$ cat src/hdl/rhc_pkg.sv
// ----------------------------------------------------------------------------
// Rectangle hill-climb image fit: shared package
// Operation codes, register indexes, pixel constants, the item and result
// records and the command and status records between controller and datapath.
// ----------------------------------------------------------------------------
`default_nettype none

package rhc_pkg;

  typedef enum logic [1:0] {
    OP_LOAD = 2'd0,
    OP_STEP = 2'd1,
    OP_READ = 2'd2,
    OP_NONE = 2'd3
  } op_t;

  localparam int CFG_INDEX_W = 1;
  localparam logic [CFG_INDEX_W-1:0] REG_IMAGE_WIDTH  = 1'b0;
  localparam logic [CFG_INDEX_W-1:0] REG_IMAGE_HEIGHT = 1'b1;

  localparam logic [7:0]  DIM_RESET     = 8'd128;
  localparam logic [31:0] BLACK_PIXEL   = 32'h0000_00FF;
  localparam logic [23:0] ERR_SAT       = 24'hFF_FFFF;
  localparam logic [24:0] BEST_ALL_ONES = 25'h1FF_FFFF;
  localparam int          DIFF_W        = 10;

  typedef struct packed {
    op_t         op;
    logic [6:0]  pixel_x;
    logic [6:0]  pixel_y;
    logic [31:0] pixel_value;
    logic [6:0]  corner_x_a;
    logic [6:0]  corner_x_b;
    logic [6:0]  corner_y_a;
    logic [6:0]  corner_y_b;
    logic [31:0] paint_color;
  } item_t;

  typedef struct packed {
    logic        accepted;
    logic [23:0] candidate_error;
    logic [24:0] best_error;
    logic [31:0] read_pixel;
  } result_t;

  typedef struct packed {
    logic clr_en;
    logic cap_item;
    logic load_en;
    logic read_en;
    logic scan_start;
    logic scan_en;
    logic decide;
    logic paint_start;
    logic paint_en;
    logic out_load;
  } cmd_t;

  typedef struct packed {
    op_t  op;
    logic clr_done;
    logic area_empty;
    logic scan_last;
    logic pipe_busy;
    logic lower;
    logic rect_empty;
    logic paint_last;
  } status_t;

  function automatic logic [DIFF_W-1:0] pixel_diff(input logic [31:0] p,
                                                   input logic [31:0] q);
    logic [7:0]        a;
    logic [7:0]        b;
    logic [DIFF_W-1:0] sum;
    sum = '0;
    for (int s = 0; s < 4; s++) begin
      a = p[8*s +: 8];
      b = q[8*s +: 8];
      sum = sum + DIFF_W'((a > b) ? (a - b) : (b - a));
    end
    return sum;
  endfunction

endpackage

`default_nettype wire

$ cat src/hdl/rhc_ctrl.sv
// ----------------------------------------------------------------------------
// Rectangle hill-climb image fit: controller
// Sequences the clearing pass, loads, reads, the error scan, the decision,
// the paint pass and the result transfer.
// ----------------------------------------------------------------------------
`default_nettype none

module rhc_ctrl (
  input  wire logic             clk,
  input  wire logic             rst,
  input  wire logic             item_valid,
  output logic                  item_ready,
  output logic                  result_valid,
  input  wire logic             result_ready,
  input  wire rhc_pkg::status_t st,
  output rhc_pkg::cmd_t         cmd
);
  import rhc_pkg::*;

  typedef enum logic [7:0] {
    ST_CLEAR    = 8'b0000_0001,
    ST_IDLE     = 8'b0000_0010,
    ST_DISPATCH = 8'b0000_0100,
    ST_SCAN     = 8'b0000_1000,
    ST_DRAIN    = 8'b0001_0000,
    ST_DECIDE   = 8'b0010_0000,
    ST_PAINT    = 8'b0100_0000,
    ST_RESP     = 8'b1000_0000
  } state_t;

  state_t state;
  state_t state_next;
  logic   out_valid;

  always_ff @(posedge clk) begin
    if (rst) begin
      state <= ST_CLEAR;
    end else begin
      state <= state_next;
    end
  end

  always_ff @(posedge clk) begin
    if (rst) begin
      out_valid <= 1'b0;
    end else if (cmd.out_load) begin
      out_valid <= 1'b1;
    end else if (result_ready) begin
      out_valid <= 1'b0;
    end
  end

  always_comb begin
    state_next = state;
    cmd = '0;
    item_ready = 1'b0;
    case (state)
      ST_CLEAR: begin
        cmd.clr_en = 1'b1;
        if (st.clr_done) begin
          state_next = ST_IDLE;
        end
      end
      ST_IDLE: begin
        item_ready = 1'b1;
        if (item_valid) begin
          cmd.cap_item = 1'b1;
          state_next = ST_DISPATCH;
        end
      end
      ST_DISPATCH: begin
        case (st.op)
          OP_LOAD: begin
            cmd.load_en = 1'b1;
            state_next = ST_RESP;
          end
          OP_READ: begin
            cmd.read_en = 1'b1;
            state_next = ST_RESP;
          end
          OP_STEP: begin
            cmd.scan_start = 1'b1;
            state_next = st.area_empty ? ST_DECIDE : ST_SCAN;
          end
          default: begin
            state_next = ST_RESP;
          end
        endcase
      end
      ST_SCAN: begin
        cmd.scan_en = 1'b1;
        if (st.scan_last) begin
          state_next = ST_DRAIN;
        end
      end
      ST_DRAIN: begin
        if (!st.pipe_busy) begin
          state_next = ST_DECIDE;
        end
      end
      ST_DECIDE: begin
        cmd.decide = 1'b1;
        if (st.lower && !st.rect_empty) begin
          cmd.paint_start = 1'b1;
          state_next = ST_PAINT;
        end else begin
          state_next = ST_RESP;
        end
      end
      ST_PAINT: begin
        cmd.paint_en = 1'b1;
        if (st.paint_last) begin
          state_next = ST_RESP;
        end
      end
      ST_RESP: begin
        if (!out_valid || result_ready) begin
          cmd.out_load = 1'b1;
          state_next = ST_IDLE;
        end
      end
      default: begin
        state_next = ST_IDLE;
      end
    endcase
  end

  assign result_valid = out_valid;

`ifndef ASSERT_OFF
  a_no_overwrite: assert property (@(posedge clk) disable iff (rst)
    cmd.out_load |-> (!out_valid || result_ready))
    else $error("result register loaded while a result was still waiting");

  a_clear_holds: assert property (@(posedge clk) disable iff (rst)
    (state == ST_CLEAR && !st.clr_done) |=> state == ST_CLEAR)
    else $error("clearing pass left before the last entry");

  a_result_from_resp: assert property (@(posedge clk) disable iff (rst)
    $rose(out_valid) |-> $past(state == ST_RESP))
    else $error("result appeared outside the response state");
`endif

endmodule

`default_nettype wire

$ cat config.mk
export PLATFORM = sky130hd
export DESIGN_NAME = rhc_ctrl
export DESIGN_NICKNAME = d
export VERILOG_FILES = /design/src/hdl/rhc_pkg.sv /design/src/hdl/rhc_ctrl.sv
export SDC_FILE = /design/constraint.sdc
export NUM_CORES = 1
export LEC_CHECK = 0
export ABC_CLOCK_PERIOD_IN_PS = 2400
export BUFFER_PORTS_ARGS = -buffer_cell sky130_fd_sc_hd__buf_4
export CORE_AREA = 3 3 40 42
export DETAILED_ROUTE_END_ITERATION = 7
export DIE_AREA = 0 0 43 45
export GPL_TIMING_DRIVEN = 1
export PLACE_DENSITY = 0.77
export SYNTH_ARGS = -nofsm -noshare
export SYNTH_HDL_FRONTEND = slang
export SYNTH_SLANG_ARGS = --single-unit
$ cat constraint.sdc
create_clock -name clk -period 2.4 [get_ports clk]
set_input_delay 0.24 -clock clk [delete_from_list [all_inputs] [get_ports clk]]
set_output_delay 0.24 -clock clk [all_outputs]
set_load 0.02 [all_outputs]
==> summary.md <==
| Metric | Value |
|---|---|
| Root Driver | `clkbuf_4` |
| Final Slew Violations | `0` |
| Critical-path maximum fanout | `7` |
| Initial antenna violation count | `0` |
| Final period util | `86.57%` |
| Crit-path cells | `nor4_2 -> nand3_1 -> inv_1 -> and2_1 -> buf_4` |
| Max VDD drop | `0.0002186 V` |
| Via count | `638` |
| Vias in the first global route | `592` |
| Wirelength per Cell | `13.69 µm` |
| Global placement routability congestion | `0.7916` |
| Hold Vio Cnt, Final | `0` |
| Sequential share of the synthesized area | `29.09%` |
| Outcome | `completed` |
| Antenna-violating nets left | `0` |
| Multi-input logic area | `420.4 µm²` |
| CP bufs+invs | `2` |
| CP required | `2.16 ns` |
| Fin worst setup slack | `0.3224 ns` |
| Total Wirelength | `1.533 mm` |
| Minimum clock period | `2.078 ns` |
| Slew @ Worst Pin | `0.6031 ns` |
| Core ar. | `1285 µm²` |
| Post-synth top area cell | `dfxtp_1` |
| Worst hold slack | `0.1822 ns` |
| Synthesis-to-layout area growth | `35.76%` |
| Largest net degree at the start of global routing | `11` |
| YS warnings | `0` |
| Async SR Flop Fraction | `0%` |
| Clk slew on worst S/H paths | `0.07 ns` |
| H-Tree Depth | `1` |
| Avg Cell Area, Syn | `8.848 µm²` |
| Sequential cell area | `180.2 µm²` |
| Rel. slew slack | `59.46%` |
| Clk_lat worst skew | `0.27 ns` |
| Critical path type | `flip-flop to output pin` |
| Worst path max stage delay | `0.59 ns` |
| Global route total overflow | `0` |
| Residual DRC | `0` |
| Die area | `1935 µm²` |
| Post_cts resized | `0` |
| First-pass GRT wire length | `2.601 mm` |
| Hold Crit Class | `primary input to flip-flop` |
| CTS tree | `built` |
| RSZ-0062 raised after global routing | `no` |
| Pleak | `0.4086 nW` |
| FMAX | `481.3 MHz` |
| Pre-antenna DRT Iters | `6` |
| Initial Util | `48.20%` |
| Setup repair bufs after CTS | `0` |
| Worst clock skew | `0.002453 ns` |
| Diode count | `0` |
| Clk sinks | `9` |
| Crit-path leading delay family | `simple AND/OR/NAND/NOR gates` |
| DP Wirelength | `1.161 mm` |
| Row count | `13` |
| Setup crit end kind | `output pin` |
| Setup TNS | `0 ns` |
| Synth top area share | `29.09%` |
| Synth top area cells | `dfxtp_1 29%, nand4b_1 7.1%, nor2b_1 6.1%` |
| IO buf count | `24` |
| Inst Count DP | `108` |
| Slowest cell on crit path | `nor4_2` |
| Clk buf depth | `2` |
| Commonest cells in the netlist | `9 x dfxtp_1, 6 x nor2_1, 6 x nor2b_1` |
| Startpoint types | `flip-flop` |
| Layout cells sized above 1 | `38.14%` |
| 1st-iter DRT viols | `12` |
| Hold Buf Count CTS | `0` |
| Most frequent cell after synthesis | `dfxtp_1` |
| Number of CTS-inserted buffers | `3` |
| Gr usage total | `17.89%` |
| Non-filler cells in the finished layout | `112` |
| Syn nets | `83` |
| EDFF count, synth | `0` |
| Filler instances | `116` |
| Pre-CTS setup slack | `0.4946 ns` |
| Post-Synthesis Cells | `70` |
| Post-Syn Area | `619.3 µm²` |
| Max_cap viols | `0` |
| Die width | `43 µm` |
| Arrival time at the worst endpoint | `1.84 ns` |
| Vias/cell | `5.696` |
| Yosys cell types | `35` |
| Final-report setup violation count | `0` |
| Main synth FF type | `dfxtp_1` |
| Flops & latches, synth | `9` |
| P per Cell Area | `454.2 nW/µm²` |
| DIE HEIGHT | `45 µm` |
| I/O pin count | `25` |
| Nets | `111` |
flip-flops by register name, indices dropped and copies added (netlist names):
| name | cells |
|---|---|
| state | 8 |
| result_valid | 1 |
layer usage:
layer	wire, µm	global-route usage [%]	vias up
met5	0	0	-
met4	34	7.229	0
met3	126	3.984	9
met2	731	29.94	31
met1	641	22.36	280
li1	-	-	318
cells by family (layout without fill, tap and decap cells):
logic type	count (synthesis)	in the layout	share of synthesized area [%]
AO/OA/AOI/OAI	15	15	19.80
buffers and inverters	5	32	3.029
flip-flops	9	9	29.09
AND/OR/NAND/NOR	41	41	48.08
report_power, final:
part	switching, mW	internal, mW	total, mW	leakage [nW]
Clock	0.0612	0.0644	0.126	0.0150
Combinational	0.0453	0.0453	0.0906	0.320
Sequential	0.0103	0.155	0.166	0.0733
Total	0.117	0.265	0.382	0.409
cell usage in the layout (no fill, tap or decap), types with 2 or more instances in the layout:
cell	count
nand4b_1	5
nor3b_1	2
nor2_1	6
nand3_1	3
nor2b_1	6
dfxtp_1	9
a21oi_1	3
nor3_1	3
and2_1	2
nand2b_1	2
o21ai_0	2
inv_1	4
buf_4	24
clkbuf_4	3
per-stage QoR:
| stage | utilization (%) | area [µm²] | power [mW] |
|---|---|---|---|
| finish | 65.43 | 840.8 | 0.3819 |
| global placement | 63.39 | 814.5 | 0.2579 |
| detailed placement | 63.39 | 814.5 | 0.2591 |
| floorplan | - | 619.3 | 0.2227 |
| CTS | 65.43 | 840.8 | 0.3813 |
| global route | 65.43 | 840.8 | 0.3981 |
final timing paths:
check,from,end,slack [ns],cells after the start
max,state[2],cmd[8],0.32,5
min,st[6],state[0],0.18,2
max reg2reg,state[2],state[7],0.49,5
min reg2reg,result_valid,result_valid,0.51,2
layout make-up:
cell class              instances  share of cell area (%)
multi-input cells              56                   50.00
flip-flops and latches          9                   21.43
repair buffers                 24                   21.43
clock buffers                   4                   3.125
well taps                      15                   2.232
inverters                       4                   1.786
Power figures use the tool's default switching activity.
